**config.mk**
```make
export PLATFORM = sky130hd
export DESIGN_NAME = eeprom_block_write_verify_exchange
export DESIGN_NICKNAME = d
export VERILOG_FILES = /design/src/hdl/ebwv_pkg.sv /design/src/hdl/eeprom_block_write_verify_exchange.sv /design/src/hdl/ebwv_front.sv /design/src/hdl/ebwv_queue.sv /design/src/hdl/ebwv_back.sv
export SDC_FILE = /design/constraint.sdc
export NUM_CORES = 1
export LEC_CHECK = 0
export BUFFER_PORTS_ARGS = -buffer_cell sky130_fd_sc_hd__buf_4
export CAP_MARGIN = 30
export CORE_MARGIN = 2
export CORE_UTILIZATION = 55
export DETAILED_ROUTE_END_ITERATION = 10
export PLACE_DENSITY = 0.76
export SYNTH_ARGS = -nofsm -noshare
export SYNTH_HDL_FRONTEND = slang
export SYNTH_SLANG_ARGS = --single-unit
```
**constraint.sdc**
```tcl
create_clock -name clk -period 3.1 [get_ports clk]
set_input_delay 0.465 -clock clk [delete_from_list [all_inputs] [get_ports clk]]
set_output_delay 0.465 -clock clk [all_outputs]
set_load 0.1 [all_outputs]
```
**src/hdl/ebwv_pkg.sv**
```systemverilog
package ebwv_pkg;

  // Depth of the job queue between the front and back parts.
  localparam int QUEUE_DEPTH = 4;
  localparam int QPTR_W      = $clog2(QUEUE_DEPTH);
  localparam int QCNT_W      = $clog2(QUEUE_DEPTH + 1);

  // The header is three address bytes followed by two length bytes.
  localparam int HDR_BYTES = 5;
  localparam int HIDX_W    = $clog2(HDR_BYTES);

  localparam logic [7:0] CMD_PROGRAM = 8'h84;
  localparam logic [7:0] BYTE_ACK    = 8'hAA;
  localparam logic [7:0] BYTE_TERM   = 8'hEA;
  localparam logic [7:0] CMD_VERIFY  = 8'h33;

  typedef enum logic [1:0] {
    ACT_START = 2'd0,
    ACT_DATA  = 2'd1,
    ACT_RX    = 2'd2,
    ACT_FAULT = 2'd3
  } action_t;

  typedef enum logic [2:0] {
    ST_OK        = 3'd0,
    ST_BAD_ACK   = 3'd1,
    ST_BAD_TERM  = 3'd2,
    ST_BAD_VACK  = 3'd3,
    ST_BAD_VTERM = 3'd4,
    ST_MISMATCH  = 3'd5,
    ST_FAULT     = 3'd6
  } status_t;

  typedef enum logic [6:0] {
    PH_IDLE      = 7'b0000001,
    PH_WAIT_ACK  = 7'b0000010,
    PH_PAYLOAD   = 7'b0000100,
    PH_WAIT_TERM = 7'b0001000,
    PH_WAIT_VACK = 7'b0010000,
    PH_WAIT_CHK  = 7'b0100000,
    PH_WAIT_VTRM = 7'b1000000
  } phase_t;

  typedef enum logic [1:0] {
    JOB_TX  = 2'd0,
    JOB_HDR = 2'd1,
    JOB_FIN = 2'd2
  } job_kind_t;

  // One unit of work for the back part: a single byte, a header burst or an end status.
  typedef struct packed {
    job_kind_t    kind;
    logic [7:0]   tx_byte;
    status_t      status;
    logic [23:0]  addr;
    logic [15:0]  len;
  } job_t;

endpackage

```
**src/hdl/eeprom_block_write_verify_exchange.sv**
```systemverilog
// Master side of a byte-serial block program-and-verify exchange. Each input item is a start
// request, a payload byte to send, a byte received from the partner or a link fault; each
// result item is either a byte to transmit or an end-of-exchange status, and the final result
// caused by an item carries out_last. The block takes one item per clock cycle while its job
// queue has room. A start, a payload byte, the data terminator and every error or end status
// give one result each; the partner's acknowledge of the command gives five (three address
// bytes and two length bytes, least significant first), emitted at one per cycle while
// out_ready is high. The output rate is therefore one result per cycle while out_ready is
// high; a burst of header acknowledges is buffered in a four-entry queue, so the input stalls
// only when the queue is full. Jobs are queued and then loaded into the output register. Items
// that do not fit the current phase of the exchange are absorbed without any result.
module eeprom_block_write_verify_exchange (
  input  logic        clk,
  input  logic        rst_n,
  input  logic        in_valid,
  output logic        in_ready,
  input  logic [1:0]  in_action,
  input  logic [23:0] in_address,
  input  logic [15:0] in_length,
  input  logic [7:0]  in_byte_value,
  output logic        out_valid,
  input  logic        out_ready,
  output logic        out_tx_valid,
  output logic [7:0]  out_tx_byte,
  output logic        out_done_res,
  output logic [2:0]  out_status,
  output logic        out_last
);
  import ebwv_pkg::*;

  logic in_accept;
  logic q_push;
  job_t q_push_job;
  logic q_pop;
  logic q_valid;
  job_t q_head;
  logic q_full;

  // An item is taken whenever the queue can hold whatever job it might produce.
  assign in_ready  = !q_full;
  assign in_accept = in_valid && in_ready;

  // The front part tracks the exchange phase, the latched header and the running XOR,
  // and turns each accepted item into at most one job.
  ebwv_front u_front (
    .clk        (clk),
    .rst_n      (rst_n),
    .accept     (in_accept),
    .action     (in_action),
    .address    (in_address),
    .length     (in_length),
    .byte_value (in_byte_value),
    .push       (q_push),
    .job        (q_push_job)
  );

  // The queue decouples the front part from the output back-pressure.
  ebwv_queue u_queue (
    .clk        (clk),
    .rst_n      (rst_n),
    .push       (q_push),
    .push_job   (q_push_job),
    .pop        (q_pop),
    .head_valid (q_valid),
    .head_job   (q_head),
    .full       (q_full)
  );

  // The back part expands each job into result items and holds them in the output register.
  ebwv_back u_back (
    .clk          (clk),
    .rst_n        (rst_n),
    .head_valid   (q_valid),
    .head_job     (q_head),
    .pop          (q_pop),
    .out_valid    (out_valid),
    .out_ready    (out_ready),
    .out_tx_valid (out_tx_valid),
    .out_tx_byte  (out_tx_byte),
    .out_done_res (out_done_res),
    .out_status   (out_status),
    .out_last     (out_last)
  );

`ifndef SYNTHESIS
  // The back part must never retire a job that is not there.
  a_pop_needs_job: assert property (@(posedge clk) disable iff (!rst_n)
    q_pop |-> q_valid)
    else $error("job queue popped while empty");

  // A job is only produced for an accepted item, and the queue had room for it.
  a_push_has_room: assert property (@(posedge clk) disable iff (!rst_n)
    q_push |-> (in_accept && !q_full))
    else $error("job pushed without an accepted item or into a full queue");

  // An end-of-exchange result is always the final result of its item and carries no byte.
  a_done_is_last: assert property (@(posedge clk) disable iff (!rst_n)
    (out_valid && out_done_res) |-> (out_last && !out_tx_valid))
    else $error("status result not marked last or carrying a byte");
`endif

endmodule

```
**src/hdl/ebwv_front.sv**
```systemverilog
module ebwv_front (
  input  logic                clk,
  input  logic                rst_n,
  input  logic                accept,
  input  logic [1:0]          action,
  input  logic [23:0]         address,
  input  logic [15:0]         length,
  input  logic [7:0]          byte_value,
  output logic                push,
  output ebwv_pkg::job_t      job
);
  import ebwv_pkg::*;

  phase_t      phase_r, phase_nxt;
  logic [23:0] addr_r, addr_nxt;
  logic [15:0] len_r, len_nxt;
  logic [15:0] rem_r, rem_nxt;
  logic [7:0]  xor_r, xor_nxt;
  logic [7:0]  chk_r, chk_nxt;
  action_t     act;

  assign act = action_t'(action);

  always_comb begin
    phase_nxt = phase_r;
    addr_nxt  = addr_r;
    len_nxt   = len_r;
    rem_nxt   = rem_r;
    xor_nxt   = xor_r;
    chk_nxt   = chk_r;
    push      = 1'b0;
    job.kind    = JOB_TX;
    job.tx_byte = '0;
    job.status  = ST_OK;
    job.addr    = addr_r;
    job.len     = len_r;
    if (accept) begin
      unique case (act)
        ACT_FAULT: begin
          if (phase_r != PH_IDLE) begin
            push       = 1'b1;
            job.kind   = JOB_FIN;
            job.status = ST_FAULT;
            phase_nxt  = PH_IDLE;
          end
        end
        ACT_START: begin
          if (phase_r == PH_IDLE) begin
            addr_nxt    = address;
            len_nxt     = length;
            rem_nxt     = length;
            xor_nxt     = '0;
            chk_nxt     = '0;
            phase_nxt   = PH_WAIT_ACK;
            push        = 1'b1;
            job.tx_byte = CMD_PROGRAM;
          end
        end
        ACT_DATA: begin
          if (phase_r == PH_PAYLOAD) begin
            xor_nxt     = xor_r ^ byte_value;
            rem_nxt     = rem_r - 16'd1;
            push        = 1'b1;
            job.tx_byte = byte_value;
            if (rem_r == 16'd1) begin
              phase_nxt = PH_WAIT_TERM;
            end
          end
        end
        ACT_RX: begin
          unique case (phase_r)
            PH_WAIT_ACK: begin
              push = 1'b1;
              if (byte_value != BYTE_ACK) begin
                job.kind   = JOB_FIN;
                job.status = ST_BAD_ACK;
                phase_nxt  = PH_IDLE;
              end else begin
                job.kind = JOB_HDR;
                if (len_r == 16'd0) begin
                  phase_nxt = PH_WAIT_TERM;
                end else begin
                  phase_nxt = PH_PAYLOAD;
                end
              end
            end
            PH_WAIT_TERM: begin
              push = 1'b1;
              if (byte_value != BYTE_TERM) begin
                job.kind   = JOB_FIN;
                job.status = ST_BAD_TERM;
                phase_nxt  = PH_IDLE;
              end else begin
                job.tx_byte = CMD_VERIFY;
                phase_nxt   = PH_WAIT_VACK;
              end
            end
            PH_WAIT_VACK: begin
              if (byte_value != BYTE_ACK) begin
                push       = 1'b1;
                job.kind   = JOB_FIN;
                job.status = ST_BAD_VACK;
                phase_nxt  = PH_IDLE;
              end else begin
                phase_nxt = PH_WAIT_CHK;
              end
            end
            PH_WAIT_CHK: begin
              chk_nxt   = byte_value;
              phase_nxt = PH_WAIT_VTRM;
            end
            PH_WAIT_VTRM: begin
              push      = 1'b1;
              job.kind  = JOB_FIN;
              phase_nxt = PH_IDLE;
              if (byte_value != BYTE_TERM) begin
                job.status = ST_BAD_VTERM;
              end else if ((chk_r ^ xor_r) != 8'd0) begin
                job.status = ST_MISMATCH;
              end else begin
                job.status = ST_OK;
              end
            end
            default: begin
            end
          endcase
        end
        default: begin
        end
      endcase
    end
  end

  always_ff @(posedge clk) begin
    if (!rst_n) begin
      phase_r <= PH_IDLE;
    end else begin
      phase_r <= phase_nxt;
    end
  end

  always_ff @(posedge clk) begin
    addr_r <= addr_nxt;
    len_r  <= len_nxt;
    rem_r  <= rem_nxt;
    xor_r  <= xor_nxt;
    chk_r  <= chk_nxt;
  end

endmodule

```
**src/hdl/ebwv_queue.sv**
```systemverilog
module ebwv_queue (
  input  logic                clk,
  input  logic                rst_n,
  input  logic                push,
  input  ebwv_pkg::job_t      push_job,
  input  logic                pop,
  output logic                head_valid,
  output ebwv_pkg::job_t      head_job,
  output logic                full
);
  import ebwv_pkg::*;

  job_t              mem_r [QUEUE_DEPTH];
  logic [QPTR_W-1:0] wr_ptr_r, wr_ptr_nxt;
  logic [QPTR_W-1:0] rd_ptr_r, rd_ptr_nxt;
  logic [QCNT_W-1:0] cnt_r, cnt_nxt;

  assign full       = (cnt_r == QCNT_W'(QUEUE_DEPTH));
  assign head_valid = (cnt_r != '0);
  assign head_job   = mem_r[rd_ptr_r];

  always_comb begin
    wr_ptr_nxt = wr_ptr_r;
    rd_ptr_nxt = rd_ptr_r;
    cnt_nxt    = cnt_r;
    if (push) begin
      wr_ptr_nxt = (wr_ptr_r == QPTR_W'(QUEUE_DEPTH - 1)) ? '0 : wr_ptr_r + QPTR_W'(1);
    end
    if (pop) begin
      rd_ptr_nxt = (rd_ptr_r == QPTR_W'(QUEUE_DEPTH - 1)) ? '0 : rd_ptr_r + QPTR_W'(1);
    end
    if (push && !pop) begin
      cnt_nxt = cnt_r + QCNT_W'(1);
    end else if (pop && !push) begin
      cnt_nxt = cnt_r - QCNT_W'(1);
    end
  end

  always_ff @(posedge clk) begin
    if (!rst_n) begin
      wr_ptr_r <= '0;
      rd_ptr_r <= '0;
      cnt_r    <= '0;
    end else begin
      wr_ptr_r <= wr_ptr_nxt;
      rd_ptr_r <= rd_ptr_nxt;
      cnt_r    <= cnt_nxt;
    end
  end

  always_ff @(posedge clk) begin
    if (push) begin
      mem_r[wr_ptr_r] <= push_job;
    end
  end

endmodule

```
**src/hdl/ebwv_back.sv**
```systemverilog
module ebwv_back (
  input  logic                clk,
  input  logic                rst_n,
  input  logic                head_valid,
  input  ebwv_pkg::job_t      head_job,
  output logic                pop,
  output logic                out_valid,
  input  logic                out_ready,
  output logic                out_tx_valid,
  output logic [7:0]          out_tx_byte,
  output logic                out_done_res,
  output logic [2:0]          out_status,
  output logic                out_last
);
  import ebwv_pkg::*;

  logic              load;
  logic [HIDX_W-1:0] idx_r, idx_nxt;
  logic              valid_r, valid_nxt;
  logic              tx_valid_r, tx_valid_nxt;
  logic [7:0]        tx_byte_r, tx_byte_nxt;
  logic              done_r, done_nxt;
  status_t           status_r, status_nxt;
  logic              last_r, last_nxt;
  logic              hdr_end;

  assign load    = head_valid && (!valid_r || out_ready);
  assign hdr_end = (idx_r == HIDX_W'(HDR_BYTES - 1));

  always_comb begin
    pop          = 1'b0;
    idx_nxt      = idx_r;
    tx_valid_nxt = 1'b0;
    tx_byte_nxt  = '0;
    done_nxt     = 1'b0;
    status_nxt   = ST_OK;
    last_nxt     = 1'b1;
    unique case (head_job.kind)
      JOB_TX: begin
        tx_valid_nxt = 1'b1;
        tx_byte_nxt  = head_job.tx_byte;
        pop          = load;
      end
      JOB_HDR: begin
        tx_valid_nxt = 1'b1;
        last_nxt     = hdr_end;
        case (idx_r)
          HIDX_W'(0): tx_byte_nxt = head_job.addr[7:0];
          HIDX_W'(1): tx_byte_nxt = head_job.addr[15:8];
          HIDX_W'(2): tx_byte_nxt = head_job.addr[23:16];
          HIDX_W'(3): tx_byte_nxt = head_job.len[7:0];
          default:    tx_byte_nxt = head_job.len[15:8];
        endcase
        if (load) begin
          if (hdr_end) begin
            pop     = 1'b1;
            idx_nxt = '0;
          end else begin
            idx_nxt = idx_r + HIDX_W'(1);
          end
        end
      end
      JOB_FIN: begin
        done_nxt   = 1'b1;
        status_nxt = head_job.status;
        pop        = load;
      end
      default: begin
        pop = load;
      end
    endcase
    if (load) begin
      valid_nxt = 1'b1;
    end else if (out_ready) begin
      valid_nxt = 1'b0;
    end else begin
      valid_nxt = valid_r;
    end
  end

  always_ff @(posedge clk) begin
    if (!rst_n) begin
      valid_r <= 1'b0;
      idx_r   <= '0;
    end else begin
      valid_r <= valid_nxt;
      idx_r   <= idx_nxt;
    end
  end

  always_ff @(posedge clk) begin
    if (load) begin
      tx_valid_r <= tx_valid_nxt;
      tx_byte_r  <= tx_byte_nxt;
      done_r     <= done_nxt;
      status_r   <= status_nxt;
      last_r     <= last_nxt;
    end
  end

  assign out_valid    = valid_r;
  assign out_tx_valid = tx_valid_r;
  assign out_tx_byte  = tx_byte_r;
  assign out_done_res = done_r;
  assign out_status   = status_r;
  assign out_last     = last_r;

endmodule

```
==> results.cfg, run 1 <==
[routing]
avgViaCountPerCell = 5.84
wl_per_cell_um = 21.4
drt_pre_antenna_iters = 4
vias = 7018
drt-initial-drc-count = 559
route.detailed.drc = 0
drt_wl_total_um = 25700
ant_nets = 0

[finish]
final_common_cell = edfxtp_1
final_cell_mix = edfxtp_1 (298), buf_4 (90), nand2_1 (61), mux4_2 (53), nor2_1 (33)
nFillCells = 1670
nets = 926
final_cell_area_um2 = 15200
area_growth_pct = 16.5
antennaDiodeCount = 0
drive_above_1_share = 0.262

[setup_path]
r2r_cells = 9
critPathKind = reg -> reg
r2r_slack_ns = 0.20
cp_slowest_stage_delay_ns = 0.43
reg2reg_to = u_queue.cnt_r[2]
cp_slowest_cell = or3_4
worst_ep_arrival_time_ns = 3.37
crit_required_ns = 3.58
timing.critical_path.mode_cell = or3_4
reg2reg_from = u_front.phase_r[5]
cp_cell_sequence = or3_4 -> or3_4 -> a311oi_4 -> ha_1 -> inv_1 -> fa_1 -> xor2_1 -> or3_1 -> a21oi_1
start_kind = flip-flop
path_max_fanout = 8
end_kind = flip-flop

[grt]
grt_pass1_vias = 7112
use_met1 = 0.299
grt_overflow = 0
busiest_layer = met2
antenna_found_initial = 0
grt.met3_usage = 0.0320
grt_max_degree = 54
track_usage = 0.213
met2_usage = 0.349
grt_pass1_wl_um = 39900

[clock_network]
cts.sinks = 318
clk_root_buffer_cell = clkbuf_16
h-tree-depth = 1
clock_path_buffers = 3
cts_tree = done
worstSkewPairLatency_ns = 0.56
numCtsBuffers = 31
path_clk_slew_ns = 0.07

[floorplanning]
die-area_um2 = 24900
num_io_pins = 70
die_height_um = 158
core_area_um2 = 23400
die_w_um = 158
start_util = 0.557
num_rows = 56

[pwr]
p_switching_mw = 3.54
p_total_mw = 12.0
peakVddDrop_uv = 576
p_int_mw = 8.50
p_leak_nw = 5.12
p_comb_frac = 0.223
power_switching_share = 0.294
seqPwrFrac = 0.438
pwr-share-clk = 0.339
powerDensity_nw_per_um2 = 792

[sta]
period_minus_slack_ns = 2.90
hold_viol = 0
worst_slack_ns = 0.201
tns_ns = 0
post-route-period-util = 0.935
setup_viol = 0
slew_headroom = 0.437
worstMarginPinSlew_ns = 0.843
timing.fmax_ghz = 0.345
drv_slew = 0
rsz0062_at_grt = false
fin_worst_skew_ns = 0.0192

[logic_synthesis]
synth-edff-count = 298
synth_top_cell_area_share = 0.686
seq_area_frac_synth = 0.717
syn_nets = 835
synth_ff_type = edfxtp_1
yosysTopAreaCell = edfxtp_1
ys_types = 58
yosys-top-cells-area = edfxtp_1 (69%), mux4_2 (9.2%), dfxtp_1 (3.1%)
synth-seq-cells = 318
synth-async-reset-ratio = 0
syn_area_um2 = 13000
synth_cells = 767
syn_avg_cell_area_um2 = 17.0
ys_warn_count = 0

[placement]
postPlaceCellArea_um2 = 14100
place_ws_ns = 0.223
gp_congestion = 0.861
portBuffers = 69
dp_hpwl_um = 15900

[min_path]
hold_start = in_address[9]
holdPathEnd = u_front.addr_r[9]
hold_depth = 1
hold_class = in -> reg

[job]
maxCapViolCount = 0

[outcome]
status = finished clean
-- routing by layer --
layer  wire (µm)  share of wire  vias up
met3        1450          0.056       52
met5           0              0        -
met4         701          0.027        0
met1       11100           0.43     3505
met2       12400           0.48      260
li1            -              -     3201
-- Yosys cell counts (11+ instances only) --
cell type / count
a21oi_1: 20
a22oi_1: 16
and2_1: 15
buf_2: 12
clkbuf_1: 19
dfxtp_1: 20
edfxtp_1: 298
ha_1: 13
inv_1: 19
mux4_2: 53
nand2_1: 62
nor2_1: 34
nor4_1: 11
o211ai_1: 17
o21ai_0: 20
xnor2_1: 18
xor2_1: 18
-- cell type report --
cell class              count  area (µm²)  area share
clock buffers              31         776      0.0511
multi-input cells         394        3470       0.229
flip-flops and latches    318        9360       0.616
well taps                 319         399      0.0263
inverters                  19        71.3     0.00470
clock inverters            27         357      0.0235
repair buffers             94         756      0.0498
-- cell families (layout without fill, tap and decap cells) --
group | after synthesis | after routing | synth area share
AOI/OAI and AO/OA | 94 | 94 | 0.0507
xor gates and xnor gates | 36 | 36 | 0.0242
adders and majority gates | 14 | 14 | 0.0140
buffers and inverters | 55 | 171 | 0.0181
DFF | 318 | 318 | 0.717
muxes | 60 | 60 | 0.0970
and+or+nand+nor | 190 | 190 | 0.0788
-- flip-flops by register name, indices dropped and copies added (netlist names), named ones only --
| register | cells |
|---|---|
| u_back.idx_r | 3 |
| u_back.out_done_res | 1 |
| u_front.chk_r | 8 |
| u_back.out_last | 1 |
| u_back.out_tx_valid | 1 |
| u_back.out_status | 3 |
| u_front.len_r | 16 |
| u_back.out_valid | 1 |
| u_back.out_tx_byte | 8 |
| u_queue.cnt_r | 3 |
| u_queue.rd_ptr_r | 2 |
| u_queue.wr_ptr_r | 2 |
| u_front.phase_r | 7 |
| u_front.addr_r | 24 |
| u_queue.mem_r | 212 |
| u_front.xor_r | 8 |
| u_front.rem_r | 16 |
-- power by group through the flow --
stage / sequential, mW / clock (mW) / combinational (mW)
after floorplan: 6.02 / 0 / 1.28
after global placement: 5.35 / 0 / 2.66
after detailed placement: 5.36 / 0 / 2.68
after CTS: 5.27 / 4.14 / 2.70
after global routing: 5.30 / 4.30 / 2.85
final: 5.27 / 4.08 / 2.68
-- timing repair --
item,in CTS,in global routing
buffers inserted,0,0
hold buffers,0,0
resized for setup,0,1
endpoints found under the setup margin,0,1
-- worst max-delay path by stage --
| stage | depth (start not counted) | from | slack [ns] | to |
|---|---|---|---|---|
| 6_report | 9 | u_front.phase_r[5] | 0.20 | u_queue.cnt_r[2] |
| 5_1_grt | 10 | u_front.phase_r[4] | 0.03 | u_queue.cnt_r[2] |
| 4_1_cts | 9 | u_front.phase_r[5] | 0.21 | u_queue.cnt_r[2] |
| 3_5_place_dp | 9 | u_front.phase_r[5] | 0.22 | u_queue.cnt_r[2] |
| 3_3_place_gp | 9 | u_front.phase_r[5] | 0.25 | u_queue.cnt_r[2] |
| 2_1_floorplan | 10 | u_front.phase_r[2] | 0.17 | u_queue.cnt_r[2] |
-- worst max-delay path, delay by kind of cell, from the launching register on --
family | cells | cell delay, ns
adders and majority gates | 2 | 0.65
DFF | 1 | 0.39
xor gates and xnor gates | 1 | 0.18
and+or+nand+nor | 3 | 1.13
buffers and inverters | 1 | 0.07
AOI/OAI and AO/OA | 2 | 0.41
-- through the flow --
stage | hold slack [ns] | utilization | cells
finish | 0.0776 | 0.649 | 1202
detailed placement | 0.465 | 0.600 | 1144
floorplan | 0.454 | - | 767
global placement | 0.453 | 0.600 | 1144
global route | 0.0518 | 0.649 | 1202
CTS | 0.0628 | 0.649 | 1202
Power figures use the tool's default switching activity.
==> run 2: changes to the inputs <==
--- a/config.mk
+++ b/config.mk
@@ -5,12 +5,14 @@
 export SDC_FILE = /design/constraint.sdc
 export NUM_CORES = 1
 export LEC_CHECK = 0
-export BUFFER_PORTS_ARGS = -buffer_cell sky130_fd_sc_hd__buf_4
 export CAP_MARGIN = 30
+export CELL_PAD_IN_SITES_DETAIL_PLACEMENT = 1
+export CELL_PAD_IN_SITES_GLOBAL_PLACEMENT = 1
 export CORE_MARGIN = 2
-export CORE_UTILIZATION = 55
+export CORE_UTILIZATION = 49
 export DETAILED_ROUTE_END_ITERATION = 10
-export PLACE_DENSITY = 0.76
+export DONT_BUFFER_PORTS = 1
+export PLACE_DENSITY_LB_ADDON = 0.1
 export SYNTH_ARGS = -nofsm -noshare
 export SYNTH_HDL_FRONTEND = slang
 export SYNTH_SLANG_ARGS = --single-unit
==> run 2 against run 1 <==
  * Critical path depth up 1
  * Flip-flop and latch count unchanged
  * Global-route usage shrank 0.17 points
  * Critical endpoint unchanged
  * Largest power group unchanged
==> results.cfg, run 2 (synthesized netlist as in run 1, its figures left out) <==
[sta]
timing.fmax_ghz = 0.341
drv_slew = 0
setup_viol = 0
tns_ns = 0
slew_headroom = 0.371
period_minus_slack_ns = 2.94
hold_viol = 0
worstMarginPinSlew_ns = 0.945
rsz0062_at_grt = false
fin_worst_skew_ns = 0.0220
post-route-period-util = 0.947
holdWs_ns = 0.0401

[finish]
final_cell_mix = edfxtp_1 (298), nand2_1 (61), mux4_2 (53), clkbuf_16 (36), nor2_1 (33)
nFillCells = 2367
fin_util = 0.568
final_common_cell = edfxtp_1
antennaDiodeCount = 0
reg_top3 = u_queue.mem_r x212, u_front.addr_r x24
regMostFlops = u_queue.mem_r
nets = 866
layoutNonFillerInstCount = 1158
largest_reg_flops = 212
area_growth_pct = 13.6
drive_above_1_share = 0.203

[grt]
grt_overflow = 0
track_usage = 0.211
grt_pass1_wl_um = 45000
grt_max_degree = 54
antenna_found_initial = 0
grt_pass1_vias = 7361

[setup_path]
end_kind = flip-flop
worst_ep_arrival_time_ns = 3.36
critPathKind = reg -> reg
crit_required_ns = 3.52
path_max_fanout = 10
start_kind = flip-flop
r2r_slack_ns = 0.16

[floorplanning]
num_io_pins = 70
die-area_um2 = 27900
core_area_um2 = 26100
die_w_um = 167
start_util = 0.500
num_rows = 59
die_height_um = 167

[routing]
drt-initial-drc-count = 495
avgViaCountPerCell = 5.86
drt_pre_antenna_iters = 5
ant_nets = 0
vias = 6788
drt_wl_total_um = 28800
route.detailed.drc = 0
wl_per_cell_um = 24.8

[clock_network]
clk_root_buffer_cell = clkbuf_16
clock_path_buffers = 3
worstSkewPairLatency_ns = 0.52
numCtsBuffers = 35
h-tree-depth = 2
cts.sinks = 318
path_clk_slew_ns = 0.06
cts_tree = done

[placement]
dp_hpwl_um = 18900
gp_congestion = 0.827
placed_cells = 1095
portBuffers = 0

[pwr]
p_leak_nw = 4.83
powerDensity_nw_per_um2 = 810
p_total_mw = 12.0
peakVddDrop_uv = 739

[job]
maxCapViolCount = 0

[outcome]
status = finished clean

[min_path]
hold_class = in -> reg
run 2: changes by cell type in the layout (fill, tap and decap cells not counted), sizes merged:
cell,delta
clkinvlp,-1
clkinv,-5
bufinv,-4
buf,-64
clkbuf,+15
inv,-1
run 2: metrics by stage:
| step | setup WS (ns) | cell area, µm² |
|---|---|---|
| 2_1_floorplan | 0.173 | 13000 |
| 3_3_place_gp | 0.185 | 13600 |
| 3_5_place_dp | -0.00112 | 13600 |
| 4_1_cts | 0.0738 | 14800 |
| 5_1_grt | 0.00752 | 14800 |
| 6_report | 0.164 | 14800 |
run 2: worst paths after layout:
path	from	cells after the start	endpoint
max	u_front.phase_r[3]	10	u_queue.cnt_r[2]
min	in_address[21]	0	u_front.addr_r[21]
max reg2reg	u_front.phase_r[3]	10	u_queue.cnt_r[2]
min reg2reg	u_front.phase_r[2]	2	u_front.phase_r[2]
run 2: power by group:
group          switching [mW]  internal [mW]  total, mW
combinational            1.07          0.766       1.84
clock                    1.63           2.54       4.17
sequential              0.892           5.10       5.99
total                    3.60           8.40       12.0
run 2: area by class of cell:
cell class              instances  area (µm²)  area share
clock buffers                  46         968      0.0654
clock inverters                16         191      0.0129
inverters                      19        71.3     0.00482
multi-input cells             394        3500       0.236
flip-flops and latches        318        9360       0.632
well taps                     335         419      0.0283
repair buffers                 30         300      0.0203
run 2: repair_timing:
item                       CTS  global route
setup endpoints to repair    1             1
hold buffers                 0             0
pin swaps                    0             1
setup buffers                0             1
gates resized for setup      1             8
run 2: critical path, cell delays in order, from the launching register on:
cell	delay, ns
dfxtp_1	0.45
nor4_4	0.39
and2_1	0.21
a222oi_1	0.14
a311oi_4	0.28
ha_2	0.25
inv_1	0.06
fa_1	0.43
xor2_1	0.18
or3_1	0.32
a21oi_1	0.14
run 2: per-layer routing:
layer	track usage	part of all wire
met5	0	0
met2	0.342	0.48
met4	0.0682	0.029
met3	0.0425	0.052
met1	0.292	0.44
